`config.mk`:
```
export PLATFORM = sky130hd
export DESIGN_NAME = trm_ctrl
export DESIGN_NICKNAME = d
export VERILOG_FILES = /design/src/trm_pkg.sv /design/src/trm_ctrl.sv
export SDC_FILE = /design/constraint.sdc
export NUM_CORES = 1
export LEC_CHECK = 0
export ABC_AREA = 1
export BUFFER_PORTS_ARGS = -buffer_cell sky130_fd_sc_hd__buf_2
export CORE_AREA = 4 4 41 43
export CTS_BUF_LIST = sky130_fd_sc_hd__clkbuf_8
export CTS_CLUSTER_SIZE = 20
export DETAILED_ROUTE_END_ITERATION = 6
export DIE_AREA = 0 0 45 47
export PLACE_DENSITY = 0.71
export SYNTH_ARGS = -nofsm -noshare
export SYNTH_HDL_FRONTEND = slang
export SYNTH_SLANG_ARGS = --single-unit
export TNS_END_PERCENT = 50
```
`constraint.sdc`:
```
create_clock -name clk -period 1.6 [get_ports clk]
set_input_delay 0.08 -clock clk [delete_from_list [all_inputs] [get_ports clk]]
set_output_delay 0.08 -clock clk [all_outputs]
set_load 0.1 [all_outputs]
```
`src/trm_pkg.sv`:
```
// Package with the shared constants, types and codes of the register machine core.
`timescale 1ns / 1ps
package trm_pkg;

	localparam int MEM_DEPTH = 4096;
	localparam int MEM_AW    = $clog2(MEM_DEPTH);
	localparam int REG_COUNT = 8;
	localparam int REG_AW    = $clog2(REG_COUNT);

	typedef logic [MEM_AW-1:0] maddr_t;

	localparam logic [1:0] KIND_WRITE = 2'd0;
	localparam logic [1:0] KIND_START = 2'd1;
	localparam logic [1:0] KIND_EXEC  = 2'd2;

	localparam logic [1:0] STAT_POS  = 2'd0;
	localparam logic [1:0] STAT_ZERO = 2'd1;
	localparam logic [1:0] STAT_NEG  = 2'd2;

	localparam logic CFG_START_PC = 1'b0;
	localparam logic CFG_START_SP = 1'b1;

	localparam logic [31:0] OPC_LOAD  = 32'd1;
	localparam logic [31:0] OPC_STORE = 32'd2;
	localparam logic [31:0] OPC_READ  = 32'd3;
	localparam logic [31:0] OPC_WRITE = 32'd4;
	localparam logic [31:0] OPC_COPY  = 32'd5;
	localparam logic [31:0] OPC_ADD   = 32'd6;
	localparam logic [31:0] OPC_SUB   = 32'd7;
	localparam logic [31:0] OPC_AND   = 32'd8;
	localparam logic [31:0] OPC_OR    = 32'd9;
	localparam logic [31:0] OPC_XOR   = 32'd10;
	localparam logic [31:0] OPC_NOT   = 32'd11;
	localparam logic [31:0] OPC_JMP   = 32'd12;
	localparam logic [31:0] OPC_JZ    = 32'd13;
	localparam logic [31:0] OPC_JNZ   = 32'd14;
	localparam logic [31:0] OPC_JN    = 32'd15;
	localparam logic [31:0] OPC_JP    = 32'd16;
	localparam logic [31:0] OPC_PUSH  = 32'd17;
	localparam logic [31:0] OPC_POP   = 32'd18;
	localparam logic [31:0] OPC_CALL  = 32'd19;
	localparam logic [31:0] OPC_RET   = 32'd20;
	localparam logic [31:0] OPC_HALT  = 32'd21;

	// Commands from the controller: one strobe per phase of an item.
	typedef struct packed {
		logic accept;
		logic op;
		logic w1;
		logic w2;
		logic exec;
		logic data;
		logic fin;
	} trm_cmd_t;

	// Status back to the controller.
	typedef struct packed {
		logic run;
		logic needs_data;
		logic out_busy;
	} trm_stat_t;

endpackage

```
`src/trm_ctrl.sv`:
```
// Controller state machine that sequences fetch, execute and result phases.
`timescale 1ns / 1ps
module trm_ctrl import trm_pkg::*; (
	input  logic      clk,
	input  logic      arst_n,
	input  logic      req_valid,
	output logic      req_ready,
	input  trm_stat_t stat,
	output trm_cmd_t  cmd
);

	typedef enum logic [6:0] {
		S_IDLE = 7'b0000001,
		S_OP   = 7'b0000010,
		S_W1   = 7'b0000100,
		S_W2   = 7'b0001000,
		S_EXEC = 7'b0010000,
		S_DATA = 7'b0100000,
		S_FIN  = 7'b1000000
	} state_t;

	state_t state_q, state_d;

	assign req_ready = (state_q == S_IDLE);

	always_comb begin
		cmd        = '0;
		cmd.accept = (state_q == S_IDLE) && req_valid;
		cmd.op     = (state_q == S_OP);
		cmd.w1     = (state_q == S_W1);
		cmd.w2     = (state_q == S_W2);
		cmd.exec   = (state_q == S_EXEC);
		cmd.data   = (state_q == S_DATA);
		cmd.fin    = (state_q == S_FIN) && !stat.out_busy;
	end

	always_comb begin
		state_d = state_q;
		case (state_q)
			S_IDLE: if (req_valid) state_d = S_OP;
			S_OP:   state_d = stat.run ? S_W1 : S_FIN;
			S_W1:   state_d = S_W2;
			S_W2:   state_d = S_EXEC;
			S_EXEC: state_d = stat.needs_data ? S_DATA : S_FIN;
			S_DATA: state_d = S_FIN;
			S_FIN:  if (!stat.out_busy) state_d = S_IDLE;
			default: state_d = S_IDLE;
		endcase
	end

	always_ff @(posedge clk or negedge arst_n) begin
		if (!arst_n) begin
			state_q <= S_IDLE;
		end else begin
			state_q <= state_d;
		end
	end

	// A result is never loaded while the previous one still waits.
	a_fin_free: assert property (@(posedge clk) disable iff (!arst_n)
		cmd.fin |-> !stat.out_busy) else $error("result loaded over a pending one");
	// Data phase only follows execute.
	a_data_after_exec: assert property (@(posedge clk) disable iff (!arst_n)
		(state_q == S_DATA) |-> $past(state_q == S_EXEC)) else $error("bad data phase");
	// An accepted item always starts with the opcode phase.
	a_accept_op: assert property (@(posedge clk) disable iff (!arst_n)
		cmd.accept |=> (state_q == S_OP)) else $error("accept not followed by op phase");

endmodule

```
* Word level (Yosys, flattened, before mapping)
Cells that the tools add are included.
Operators by class: add/subtract/negate cells 0, multipliers 0, div/mod/pow operators 0, $lt $le $gt $ge 0, eq/ne operators 9, shifts and indexed selects 0, muxes and demuxes 5, bitwise logic cells 0, reduce and logical (&&, ||, !) cells 4
Operators by type and width (number):
- $pmux 7 s7 | 1
- $mux 7 | 4
- $eq 7x1->1 const B | 1
- $eq 7x2->1 const B | 1
- $eq 7x3->1 const B | 1
- $eq 7x4->1 const B | 1
- $eq 7x5->1 const B | 1
- $eq 7x6->1 const B | 1
- $eq 7x7->1 const B | 1
- $ne 2x2->1 const B | 2
- $logic_and 1x1->1 | 2
- $reduce_and 2->1 | 1
- $logic_not 1->1 | 1
Word-level totals: register bits 7, bits in latches 0, memory bits (writable) 0, memory bits (read-only) 0, bits of input ports 6, output and inout bits 8, memories 0

* Longest topological paths before layout
word-level depth 3, depth in mapped cells 8, mapped depth without buffers 8

* Worst setup path after synthesis
No wires, ideal clock.
path type reg-to-output, start point register state_q[2], end point output port cmd[0] (netlist bit), arrival 3.462 ns, slack -1.942 ns, cell stages (with the launch flop) 4, path buffers 0, path through dfrtp_1 nor2_2 nand2_4 nor4_1
RTL lines:
- start, declared | RTL line trm_ctrl.sv:22 | state_t state_q, state_d;
- start signal, assigned | RTL line trm_ctrl.sv:55 | state_q <= state_d;
- end, declared | RTL line trm_ctrl.sv:9 | output trm_cmd_t cmd

==> results.txt <==
The run finished with clean final reports. The critical path buffer and inverter count came out at 1. The sort of element at the start of the critical path is a register.

The floorplan die height is between 40 and 50 um. For this run, the leading register cell type out of synthesis is sky130_fd_sc_hd__dfrtp_1. The biggest area contributor in the post-synthesis netlist is sky130_fd_sc_hd__dfrtp_1. The remaining number of nets flagged by the antenna check after routing is 0. The post-CTS setup repair buffer count is 0. The net count of the finished layout is 91.

The routed wire length came out at about 1.1 mm. By area the synthesized netlist is led by sky130_fd_sc_hd__dfrtp_1 31%, sky130_fd_sc_hd__inv_1 12%, sky130_fd_sc_hd__nand2_1 7.0%, sky130_fd_sc_hd__nor2_1 7.0%, sky130_fd_sc_hd__dfstp_2 5.4%. The worst path needs 1520 ps of the cycle, external delays included.

Clock tree synthesis selected as its root buffer the cell sky130_fd_sc_hd__clkbuf_8. The per-cell routed wire length came out at roughly 11 um. The mean number of vias per cell is 4.45.

The register with the most flip-flops in the layout has 7 of them. By count the netlist is led by 15 x sky130_fd_sc_hd__inv_1, 9 x sky130_fd_sc_hd__nand2_1, 9 x sky130_fd_sc_hd__nor2_1, 6 x sky130_fd_sc_hd__dfrtp_1. The type of the worst setup path is reg2out. The largest net degree at the start of global routing came out at 8. Global routing used a little over an eighth of the available tracks.

Static timing analysis puts the maximum clock frequency at 658 MHz. The critical path goes through nand2_1 -> nor2_2 -> nand2_2 -> nor2_4 -> buf_12. At the pin with the least slew margin, the transition time is 265 ps.

The placeable core area came out at 1300 um^2. Across the run, the number of max-cap violations was 0. The share of the clock period used by the worst path is a little over nine tenths. The antenna diode count is 0. The remaining global-route overflow came out at 0.

For this design the total switching power over the nets is between 0.0007 and 0.0008 W. The CTS H-tree depth came out at 1. No sink is reached through more buffers than the 2 on the longest clock path. The count of port buffers added during placement came out at 13.

Fill cells in the final layout number 123. The sequential element share of the synthesized area is a little over a third. For this design, the slowest cell found on the critical path is sky130_fd_sc_hd__dfstp_2.

The critical path data arrival time is 1440 ps. The worst max-slew margin expressed relative to the limit is 82.2%. The initial standard-cell utilization of the core came out at 37.3%. The floorplan row count came out at 13. Setup repair after global routing left no endpoint under its margin.

The final weighted congestion of routability-driven global placement is 0.756. Clock tree synthesis inserted a total of 3 buffers. The type of the tightest min-delay check is in2reg.

Clock-pin slew was measured on the worst setup and hold paths at 40 ps. The cell family contributing the most delay on the critical path is flip-flops. The share of async-settable or async-resettable flops after synthesis came out at between 90% and 100%. In this run switching power makes up roughly 52% of total power. The via count of the first global-routing pass is roughly 480.

Setup violations remaining at the end of the flow were counted as 0. The synthesis-to-layout area growth came out at 59.0%. Summed over all nets, the half-perimeter wirelength after detailed placement is around 930 um.

The share of post-route cells with drive strength above 1 came out at 45.2%. The number of design rule violations left after detail routing came out at 0. Registers are responsible for 18.8% of the overall power. The portion of synthesized cell area occupied by the leading cell type is 30.9%. Of all nets on the critical path, the largest fanout is 4. The worst hold path stage count is 3. Counting flops and latches in the post-synthesis netlist gives 7.

The cell count after synthesis is 66. The critical path capture point type is an output pin. The DRC marker count from the first detailed-route iteration is 0. The share of total power in combinational logic came out at 63.7%.

The tightest hold margin is 88.1 ps. The register with the most flip-flops is state_q. The total die area is 2120 um^2. The I/O pin count came out at 14.

In this run the horizontal extent of the chip is 45 um. The maximum vdd ir drop is 1.65 mV. The number of sinks driven by the clock tree is 7. The average footprint of a synthesized cell is 7.36 um^2. The iteration count of the initial detailed-routing pass came out at 1. The logic depth of the worst setup path including buffers came out at 5.

The synthesized netlist occupies a cell area of about 490 um^2. The worst-skew pair later-pin latency is 230 ps. TritonCTS built the clock tree. The library cell with the highest instance count after synthesis is sky130_fd_sc_hd__inv_1. The largest registers in the layout are state_q: 7 flops. Clock skew on the completed layout was measured at 1.17 ps. The count of final hold-check violations came out at 0. The number of warnings reported in the yosys synthesis log came out at 0. The internal power consumption is 0.000680 W. The clock network power share came out at approximately 18%. The final count of pins violating max slew is 0. The count of flip-flops with a built-in enable after synthesis came out at 0.

For this run, the number of standard cells in the final layout without fillers is 99. The required time at the endpoint of the critical path came out at approximately 1500 ps. The number of antenna violations at the first check in global routing came out at 0.

The maximum cell stage delay along the critical path is 560 ps. The final core utilization came out at 59.3%. The synthesized net count is 72.

The total power density per cell area is 1830 nW/um^2. The first-pass GRT wire length is roughly 2.0 mm. The number of distinct library cells after synthesis came out at 16. The total via count in the routed design came out at 441. Once placement completed, the tool counted placed cells totaling 94. Summed over all cells, the static leakage comes to 0.418 nW. The number of cells on the worst reg-to-reg path is 7.
-- cells by family (layout without fill, tap and decap cells) --
group | Yosys count | after routing | synth area share [%]
AO/OA/AOI/OAI | 1 | 1 | 1.03
buffers and inverters | 19 | 37 | 14.7
flip-flops | 7 | 7 | 36.3
AND/OR/NAND/NOR | 39 | 39 | 47.9
-- layout by cell type, fill, tap and decap left out, types with 2 or more instances in the layout --
cell type,instances
sky130_fd_sc_hd__inv_1,16
sky130_fd_sc_hd__buf_12,8
sky130_fd_sc_hd__nand3_1,3
sky130_fd_sc_hd__nand3_2,2
sky130_fd_sc_hd__dfrtp_1,6
sky130_fd_sc_hd__nand2_1,9
sky130_fd_sc_hd__buf_2,5
sky130_fd_sc_hd__nand2_4,2
sky130_fd_sc_hd__nand2_2,4
sky130_fd_sc_hd__nor2_4,4
sky130_fd_sc_hd__clkbuf_8,3
sky130_fd_sc_hd__nor2_2,3
sky130_fd_sc_hd__nor2_1,8
sky130_fd_sc_hd__inv_2,4
-- worst paths after layout --
kind	from	endpoint	slack (ps)
worst min-delay path	stat[2]	state_q[2]	90
worst max register to register	state_q[0]	state_q[0]	390
min in group asynchronous	arst_n	state_q[1]	230
max in group asynchronous	arst_n	state_q[0]	1140
worst max-delay path	state_q[0]	cmd[6]	80
worst min register to register	state_q[4]	state_q[0]	600
-- power groups by stage --
stage / Clock (W) / Combinational, W / Sequential (W)
after floorplan: 0 / 0.000648 / 0.000260
after global placement: 0 / 0.000885 / 0.000263
after detailed placement: 0 / 0.000901 / 0.000267
after CTS: 0.000254 / 0.000905 / 0.000265
after global routing: 0.000259 / 0.000958 / 0.000269
final: 0.000247 / 0.000898 / 0.000265
-- tightest hold or removal path, delay by kind of cell --
family | cells | cell delay (ps)
buffers and inverters | 2 | 150
AND/OR/NAND/NOR | 1 | 50
-- per-stage QoR --
| stage | setup TNS [ps] | instance area [um^2] | setup slack, ps | power (W) |
|---|---|---|---|---|
| final | 0 | 772 | 80.4 | 0.00141 |
| after detailed placement | 0 | 717 | 318 | 0.00117 |
| after global placement | 0 | 717 | 368 | 0.00115 |
| after CTS | 0 | 772 | 68.1 | 0.00142 |
| after global routing | 0 | 772 | 12.5 | 0.00149 |
| after floorplan | -368 | 513 | -131 | 0.000908 |
-- metal layers --
layer  wire, um  vias up  track usage, %
met5          0        -               0
met4         25        0            8.77
met3         33        3            2.68
met2        646        9            24.9
met1        423      202            14.5
li1           -      227               -
-- cell type report --
class                      count  area [um^2]  area share, %
clock buffer                   3         41.3           5.35
inverter                      19         71.3           9.24
sequential                     7          176           22.9
timing repair buffer          14          195           25.3
multi-input combinational     40          265           34.4
tap                           15         18.8           2.43
clock inverter                 1         3.75          0.486
-- timing repair --
item,4_1_cts,5_1_grt
endpoints found under the hold margin,7,0
hold buffers,1,0
gates resized for setup,0,0
No activity file was read; power rests on OpenSTA's default activity.
